File: config.mk
export PLATFORM = sky130hd
export DESIGN_NAME = window_level_mapper_core
export DESIGN_NICKNAME = d
export VERILOG_FILES = /design/src/sv/wlm_pkg.sv /design/src/sv/window_level_mapper_core.sv
export SDC_FILE = /design/constraint.sdc
export NUM_CORES = 1
export LEC_CHECK = 0
export BUFFER_PORTS_ARGS = -buffer_cell sky130_fd_sc_hd__buf_2
export CORE_MARGIN = 2
export CORE_UTILIZATION = 40
export DETAILED_ROUTE_END_ITERATION = 7
export PLACE_DENSITY = 0.54
export SLEW_MARGIN = 20
export SYNTH_ARGS = -nofsm -noshare
export SYNTH_HDL_FRONTEND = slang
export SYNTH_SLANG_ARGS = --single-unit
File: constraint.sdc
create_clock -name clk -period 5.8 [get_ports clk]
set_input_delay 0.58 -clock clk [delete_from_list [all_inputs] [get_ports clk]]
set_output_delay 0.58 -clock clk [all_outputs]
set_load 0.03 [all_outputs]
File: src/sv/wlm_pkg.sv
`timescale 1ns / 1ps

package wlm_pkg;

  // Widths of the register and stream fields.
  localparam int unsigned PIX_W      = 16;
  localparam int unsigned DISP_W     = 8;
  localparam int unsigned REG_W      = 16;
  localparam int unsigned IDX_W      = 8;
  localparam int unsigned PIXEL_BITS_DEF = 16;

  // Register indexes on the configuration port.
  localparam logic [IDX_W-1:0] REG_WINDOW_WIDTH = 8'd0;
  localparam logic [IDX_W-1:0] REG_WINDOW_LEVEL = 8'd1;

  localparam logic [REG_W-1:0] WIDTH_RESET = 16'd65535;
  localparam logic [REG_W-1:0] LEVEL_RESET = 16'd32768;

  localparam logic [DISP_W-1:0] DISPLAY_MAX = 8'd255;

  // Working word of the divider: numerator 255 * diff with diff below 2^16.
  localparam int unsigned NUM_W = PIX_W + DISP_W;

  typedef struct packed {
    logic             zero;
    logic             sat;
    logic [PIX_W-1:0] span;
    logic [NUM_W-1:0] rem;
    logic [DISP_W-1:0] quo;
  } div_t;

endpackage

File: src/sv/window_level_mapper_core.sv
`timescale 1ns / 1ps
// An accepted input word passes through the registers of stages 0 to 5 to its output word.
// Throughput: one word per clock; each stage stalls only when the stage after it is full.
// The quotient is built by a restoring divider of four stages, two quotient bits each.
// Reset (rst, synchronous) empties the pipeline and sets the window to width 65535
// and level 32768.
module window_level_mapper_core
  import wlm_pkg::*;
#(
  parameter int unsigned PIXEL_BITS = PIXEL_BITS_DEF
) (
  input  logic              clk,
  input  logic              rst,
  // configuration write channel
  input  logic              cfg_valid,
  output logic              cfg_ready,
  input  logic [IDX_W-1:0]  cfg_index,
  input  logic [REG_W-1:0]  cfg_data,
  // input stream
  input  logic              s_axis_tvalid,
  output logic              s_axis_tready,
  input  logic [PIX_W-1:0]  s_axis_tdata,   // [15:0] pixel_in
  // output stream
  output logic              m_axis_tvalid,
  input  logic              m_axis_tready,
  output logic [DISP_W-1:0] m_axis_tdata    // [7:0] display_out
);

  localparam int unsigned STAGES = 6;
  localparam logic [PIX_W-1:0] PIX_MASK = PIX_W'((32'd1 << PIXEL_BITS) - 32'd1);

  logic [REG_W-1:0] window_width;
  logic [REG_W-1:0] window_level;

  logic [STAGES-1:0] vld;
  logic [STAGES-1:0] ld;

  logic signed [PIX_W+1:0] s0_diff;
  logic [PIX_W-1:0]        s0_span;
  div_t                    dv [1:STAGES-2];
  logic [DISP_W-1:0]       disp;

  logic [PIX_W-1:0]        pix;
  logic [PIX_W-1:0]        half;
  logic signed [PIX_W+1:0] diff_in;
  logic [PIX_W-1:0]        span_in;
  div_t                    dv_in;
  div_t                    dv_last;

  // One restoring step: takes span << k from the remainder when it fits.
  function automatic div_t div_step(div_t a, logic [2:0] k);
    logic [NUM_W-1:0] sh;
    div_t r;
    sh = {{DISP_W{1'b0}}, a.span} << k;
    r  = a;
    if (a.rem >= sh) begin
      r.rem    = a.rem - sh;
      r.quo[k] = 1'b1;
    end
    return r;
  endfunction

  function automatic div_t div_two(div_t a, logic [2:0] top);
    return div_step(div_step(a, top), top - 3'd1);
  endfunction

  // Configuration registers.
  assign cfg_ready = 1'b1;

  always_ff @(posedge clk) begin
    if (rst) begin
      window_width <= WIDTH_RESET;
      window_level <= LEVEL_RESET;
    end else if (cfg_valid && cfg_ready) begin
      if (cfg_index == REG_WINDOW_WIDTH) begin
        window_width <= cfg_data;
      end else if (cfg_index == REG_WINDOW_LEVEL) begin
        window_level <= cfg_data;
      end
    end
  end

  // Each stage may load when it is empty or when its contents move on.
  always_comb begin
    ld[STAGES-1] = !vld[STAGES-1] || m_axis_tready;
    for (int i = STAGES - 2; i >= 0; i--) begin
      ld[i] = !vld[i] || ld[i+1];
    end
  end

  assign s_axis_tready = ld[0];

  always_ff @(posedge clk) begin
    if (rst) begin
      vld <= '0;
    end else begin
      if (ld[0]) begin
        vld[0] <= s_axis_tvalid;
      end
      for (int i = 1; i < STAGES; i++) begin
        if (ld[i]) begin
          vld[i] <= vld[i-1];
        end
      end
    end
  end

  // Stage 0: offset of the pixel from the bottom of the window, and the span.
  always_comb begin
    pix     = s_axis_tdata & PIX_MASK;
    half    = {1'b0, window_width[REG_W-1:1]};
    diff_in = $signed({2'b00, pix}) - $signed({2'b00, window_level})
              + $signed({2'b00, half});
    span_in = (half == '0) ? PIX_W'(1) : {half[PIX_W-2:0], 1'b0};
  end

  always_ff @(posedge clk) begin
    if (ld[0]) begin
      s0_diff <= diff_in;
      s0_span <= span_in;
    end
  end

  // Stage 1: clamp flags and the numerator 255 * diff.
  // When neither flag is set the offset lies below the span, so 16 bits hold it.
  always_comb begin
    dv_in.zero = (s0_diff <= 0);
    dv_in.sat  = (s0_diff >= $signed({2'b00, s0_span}));
    dv_in.span = s0_span;
    dv_in.rem  = {s0_diff[PIX_W-1:0], {DISP_W{1'b0}}}
                 - {{DISP_W{1'b0}}, s0_diff[PIX_W-1:0]};
    dv_in.quo  = '0;
  end

  always_ff @(posedge clk) begin
    if (ld[1]) begin
      dv[1] <= dv_in;
    end
  end

  // Stages 2 to 4: six quotient bits, most significant first.
  for (genvar i = 2; i <= STAGES - 2; i++) begin : g_div
    always_ff @(posedge clk) begin
      if (ld[i]) begin
        dv[i] <= div_two(dv[i-1], 3'(11 - 2 * i));
      end
    end
  end

  // Stage 5: last two bits, then clamping into the output register.
  assign dv_last = div_two(dv[STAGES-2], 3'd1);

  always_ff @(posedge clk) begin
    if (ld[STAGES-1]) begin
      if (dv_last.zero) begin
        disp <= '0;
      end else if (dv_last.sat) begin
        disp <= DISPLAY_MAX;
      end else begin
        disp <= dv_last.quo;
      end
    end
  end

  assign m_axis_tvalid = vld[STAGES-1];
  assign m_axis_tdata  = disp;

  // A full pipeline held at the output must refuse new words.
  a_full_stall: assert property (@(posedge clk) disable iff (rst)
    (&vld && !m_axis_tready) |-> !s_axis_tready)
    else $error("input accepted while the pipeline is full and stalled");

  // An offset cannot be both at or below zero and at or above the span.
  a_flags_excl: assert property (@(posedge clk) disable iff (rst)
    vld[1] |-> !(dv[1].zero && dv[1].sat))
    else $error("clamp flags both set");

  // After six quotient bits the remainder stays below span << 2.
  a_rem_bound: assert property (@(posedge clk) disable iff (rst)
    (vld[STAGES-2] && !dv[STAGES-2].zero && !dv[STAGES-2].sat)
      |-> (dv[STAGES-2].rem < ({{DISP_W{1'b0}}, dv[STAGES-2].span} << 2)))
    else $error("divider remainder out of range");

  // A stalled output word keeps its value while the rest of the pipeline waits.
  a_out_hold: assert property (@(posedge clk) disable iff (rst)
    (m_axis_tvalid && !m_axis_tready) |=> (m_axis_tvalid && $stable(disp)))
    else $error("stalled output word changed");

endmodule
## After elaboration in Yosys (flattened, before gate mapping)

Memory sizes are Yosys's and may differ from the RTL's.
Cells that the tools add are included.

- Register bits: 80
- Memory bits (writable): 200
- Input port bits: 45
- Output and inout port bits: 11
- Memories kept: 1

- $add $sub $neg: 10
- $lt $le $gt $ge: 10
- Equal/unequal tests: 1
- Muxes and demuxes: 35
- Bitwise gates (word level): 1
- Reductions and logical operators: 16

Memories:

| name | depth | bits a word | rd ports | clocked after Yosys merged registers in | write ports | RTL line | source |
|---|---|---|---|---|---|---|---|
| dv | 4 | 50 | 4 | 0 | 4 | window_level_mapper_core.sv:40 | `div_t dv [1:STAGES-2];` |

Operator list:

| cell | number |
|---|---|
| 24-bit two-way mux | 11 |
| 25-bit two-way mux | 2 |
| 24-bit by 16-bit greater-or-equal comparator with 1-bit output | 1 |
| 24-bit by 17-bit greater-or-equal comparator with 1-bit output | 1 |
| 24-bit by 18-bit greater-or-equal comparator with 1-bit output | 1 |
| 24-bit by 19-bit greater-or-equal comparator with 1-bit output | 1 |
| 24-bit by 20-bit greater-or-equal comparator with 1-bit output | 1 |
| 24-bit by 21-bit greater-or-equal comparator with 1-bit output | 1 |
| 24-bit by 22-bit greater-or-equal comparator with 1-bit output | 1 |
| 24-bit by 23-bit greater-or-equal comparator with 1-bit output | 1 |
| 24-bit by 16-bit subtractor with 24-bit output | 1 |
| 24-bit by 17-bit subtractor with 24-bit output | 1 |
| 24-bit by 18-bit subtractor with 24-bit output | 1 |
| 24-bit by 19-bit subtractor with 24-bit output | 1 |
| 24-bit by 20-bit subtractor with 24-bit output | 1 |
| 24-bit by 21-bit subtractor with 24-bit output | 1 |
| 24-bit by 22-bit subtractor with 24-bit output | 1 |
| 24-bit by 23-bit subtractor with 24-bit output | 1 |
| 1-bit two-way mux | 21 |
| 17-bit by 16-bit adder with 18-bit output | 1 |
| 18-bit by 17-bit greater-or-equal comparator with 1-bit output | 1 |
| 18-bit by 1-bit less-or-equal comparator with 1-bit output (second input constant) | 1 |
| 16-bit by 16-bit subtractor with 17-bit output | 1 |
| 15-bit logical NOT | 1 |
| other kinds (8) | 18 |

## Depth between registers and ports, before layout

- Depth after elaboration: 9
- Depth in mapped cells: 24
- Mapped depth without buffers: 21

## Least setup slack after synthesis

Ideal clock, no wire load.

- Kind: reg-to-reg
- Start point: register, netlist name dv[0][83]
- End point: register, netlist name dv[0][115]
- Setup time: 0.260 ns
- Arrival time: 5.300 ns
- Path slack: 0.240 ns
- Cell stages (with the launch flop): 20
- Path buffers: 1
- Period minus slack after synthesis: 5.560 ns
- Path through: edfxtp_1 > inv_1 > ha_1 > a21oi_1 > o221ai_1 > a311oi_4 > a211oi_1 > nor4_4 > clkbuf_1 > mux2i_1 > fa_1 > a21o_1 > a21oi_1 > o21ai_0 > a211oi_1 > o31ai_1 > a21o_1 > a21oi_1 > nor4b_4 > mux2_2

==> results_dict.tcl <==
set metrics [dict create \
    final-setup-viol-count 0 \
    synth-xor-area-share_pct 6.88 \
    tightest_slew_ns 1.05 \
    r2r_end "dv[0][129]$_DFFE_PP_" \
    clk_pin_slew_worst_paths_ns 0.06 \
    cp_slowest_cell "nor4_1" \
    vdd_ir_drop_max_mv 0.251 \
    dr.pass1.iters 5 \
    grt_use_total_pct 18.4 \
    synth_top_family_by_area "compound AO/OA/AOI/OAI gates" \
    clk-insertion-delay-late_ns 0.59 \
    clockBufferDepth 3 \
    p_leak_nw 9.32 \
    final.setup.tns_ns 0 \
    first_global_vias 13900 \
    finalNetCount 2145 \
    max_stage_delay_ns 0.52 \
    cts-root-buf "clkbuf_16" \
    final_common_cell "edfxtp_1" \
    criticalPathCategory "flip-flop to flip-flop" \
    die_w_um 217 \
    reg2reg_from "dv[0][90]$_DFFE_PP_" \
    synth_edf_count 222 \
    min_path_cells 2 \
    cp_cell_sequence "inv_1 -> ha_1 -> nand4_1 -> nor4_1 -> nand2_1 -> a211oi_1 -> nor4_4 -> buf_12 -> buf_4 -> inv_1 -> mux2_2 -> ha_1 -> or2_2 -> a21oi_1 -> o31ai_1 -> a21o_1 -> a21oi_1 -> nor4b_4 -> buf_12 -> inv_2 -> mux2_1" \
    utilization_pct 46.1 \
    postLayoutCellArea_um2 20800 \
    skew_ns 0.0167 \
    routed_via_density 5.23 \
    first_iter_violations 551 \
    ys_seq_elements 259 \
    cts_setup_buffers 0 \
    row_count 78 \
    synth_warnings 0 \
    synth_fp_nets 2030 \
    max_cap_violations 0 \
    coreArea_um2 45100 \
    critical_path.startpoint_type "flip-flop" \
    synthMuxAreaShare_pct 4.60 \
    cts_tree "yes" \
    antenna_left 0 \
    crit_required_ns 6.14 \
    powerDensity_nw_per_um2 474 \
    hold_path.class "input pin to flip-flop" \
    most-common-layout-cells "edfxtp_1, ha_1, inv_1, a21oi_1, nor2_1" \
    final_layout_size_suffix_gt1_share_pct 14.3 \
    period_share_pct 94.6 \
    grt_max_degree 49 \
    cp_max_fo 19 \
    via_count 13200 \
    htreeDepth 1 \
    synthSimpleGateAreaFrac_pct 13.6 \
    synth_seq_area_share_pct 40.8 \
    synth_compound_area_share_pct 16.0 \
    end_kind "flip-flop" \
    reg2reg_depth 21 \
    min_from "cfg_data[15]" \
    fin_crit_ns 5.49 \
    ys_types 83 \
    cts_made_buffers 31 \
    ys.flop_type "edfxtp_1" \
    placed_area_um2 19600 \
    cp_top_family "simple AND/OR/NAND/NOR gates" \
    relSlewSlack_pct 29.7 \
    syn_inst 1792 \
    drc 0 \
    r2r_slack_ns 0.31 \
    antenna_found_initial 0 \
    grt_overflow 0 \
    grt_pass1_wl_um 69600 \
    n_antenna_cell 0 \
    drt-total-wl_um 42700 \
    syn_avg_cell_area_um2 10.1 \
    status "complete, no violations" \
    ios 56 \
    synthAdderAreaFrac_pct 13.7 \
    path_buf_inv 6 \
    async_flop_share_pct 0 \
    report.final.slew_viol_count 0 \
    synthesis.area_um2 18200 \
    avgRoutedWirePerCell_um 16.9 \
    dp_hpwl_um 34600 \
    clkSinkCount 259 \
    dieArea_um2 47200 \
    start_util_pct 40.3 \
    hold_viol 0 \
    max_clock_freq_mhz 182 \
    area_growth_pct 14.3 \
    holdPathEnd "window_width[15]$_SDFFE_PP1P_" \
    numPortBuffers 54 \
    gp_congestion 0.930 \
    fp.dieH_um 217 \
    cp.arrival_ns 5.83 \
]
-- area by class of cell --
| type | instances | area (um2) |
|---|---|---|
| timing repair buffer | 131 | 886 |
| multi-input combinational | 1328 | 10000 |
| tap | 600 | 751 |
| inverter | 156 | 586 |
| fill | 4231 | 24300 |
| clock inverter | 24 | 352 |
| sequential | 259 | 7410 |
| clock buffer | 34 | 787 |
-- synth_stat cells, types with 32 or more instances --
library cell | number | area share, %
xnor2_1 | 99 | 4.8
nand2b_1 | 33 | 1.1
a21oi_1 | 125 | 3.4
inv_1 | 154 | 3.2
xor2_1 | 42 | 2.0
nor2_1 | 115 | 2.4
nor2b_1 | 49 | 1.7
nand3_1 | 32 | 0.88
mux2_2 | 51 | 3.2
a21o_1 | 61 | 2.5
o21ai_0 | 93 | 2.6
nand2_1 | 88 | 1.8
clkbuf_1 | 37 | 0.76
edfxtp_1 | 222 | 37
nor3_1 | 36 | 0.99
ha_1 | 184 | 13
dfxtp_1 | 37 | 4.1
-- stage by stage --
step | hold slack, ns | total power [mW] | instances | worst slack (ns)
finish | 0.210 | 9.85 | 2532 | 0.311
global route | 0.195 | 10.6 | 2532 | -0.000952
CTS | 0.174 | 9.91 | 2532 | 0.0128
detailed placement | 0.405 | 7.68 | 2474 | 0.0518
global placement | 0.405 | 7.64 | 2474 | 0.112
floorplan | 0.400 | 6.40 | 1792 | 0.240
-- power by group --
| group | internal (mW) | total, mW | leakage (nW) | switching, mW |
|---|---|---|---|---|
| clock network | 1.34 | 2.15 | 0.540 | 0.815 |
| registers | 2.67 | 2.95 | 2.47 | 0.288 |
| logic | 2.23 | 4.74 | 6.31 | 2.51 |
| total | 6.23 | 9.85 | 9.32 | 3.62 |
-- per-layer routing --
metal	vias to the layer above	part of all wire, %	GRT usage [%]
met5	-	0	0
met4	0	6.1	10.1
met3	124	2.6	2.15
met2	214	52	35.0
met1	6113	40	19.7
li1	6789	-	-
-- worst max path at each step --
stage	startpoint	end	cells past startpoint
6_report	dv[0][90]$_DFFE_PP_	dv[0][129]$_DFFE_PP_	21
2_1_floorplan	dv[0][83]$_DFFE_PP_	dv[0][115]$_DFFE_PP_	19
5_1_grt	dv[0][162]$_DFFE_PP_	dv[0][212]$_DFFE_PP_	23
3_5_place_dp	dv[0][66]$_DFFE_PP_	dv[0][131]$_DFFE_PP_	19
4_1_cts	dv[0][66]$_DFFE_PP_	dv[0][129]$_DFFE_PP_	19
3_3_place_gp	dv[0][66]$_DFFE_PP_	dv[0][131]$_DFFE_PP_	19
-- flip-flops by register name (all words and copies together) (netlist names) --
name,cells
s0_diff,18
window_width,15
dv,180
window_level,16
m_axis_tdata,8
s0_span,16
vld,6
-- cells by family after synthesis --
kind of cell / after synthesis
compound gates: 443
xor+xnor: 142
fa+ha+maj: 193
buf+inv: 205
flops: 259
mux: 76
other cells: 1
simple gates: 473
-- what timing repair did --
action                                  CTS  global route
endpoints found under the setup margin    0            36
hold buffers                              0             0
resized for setup                         0            15
(Power assumes the default switching activity.)
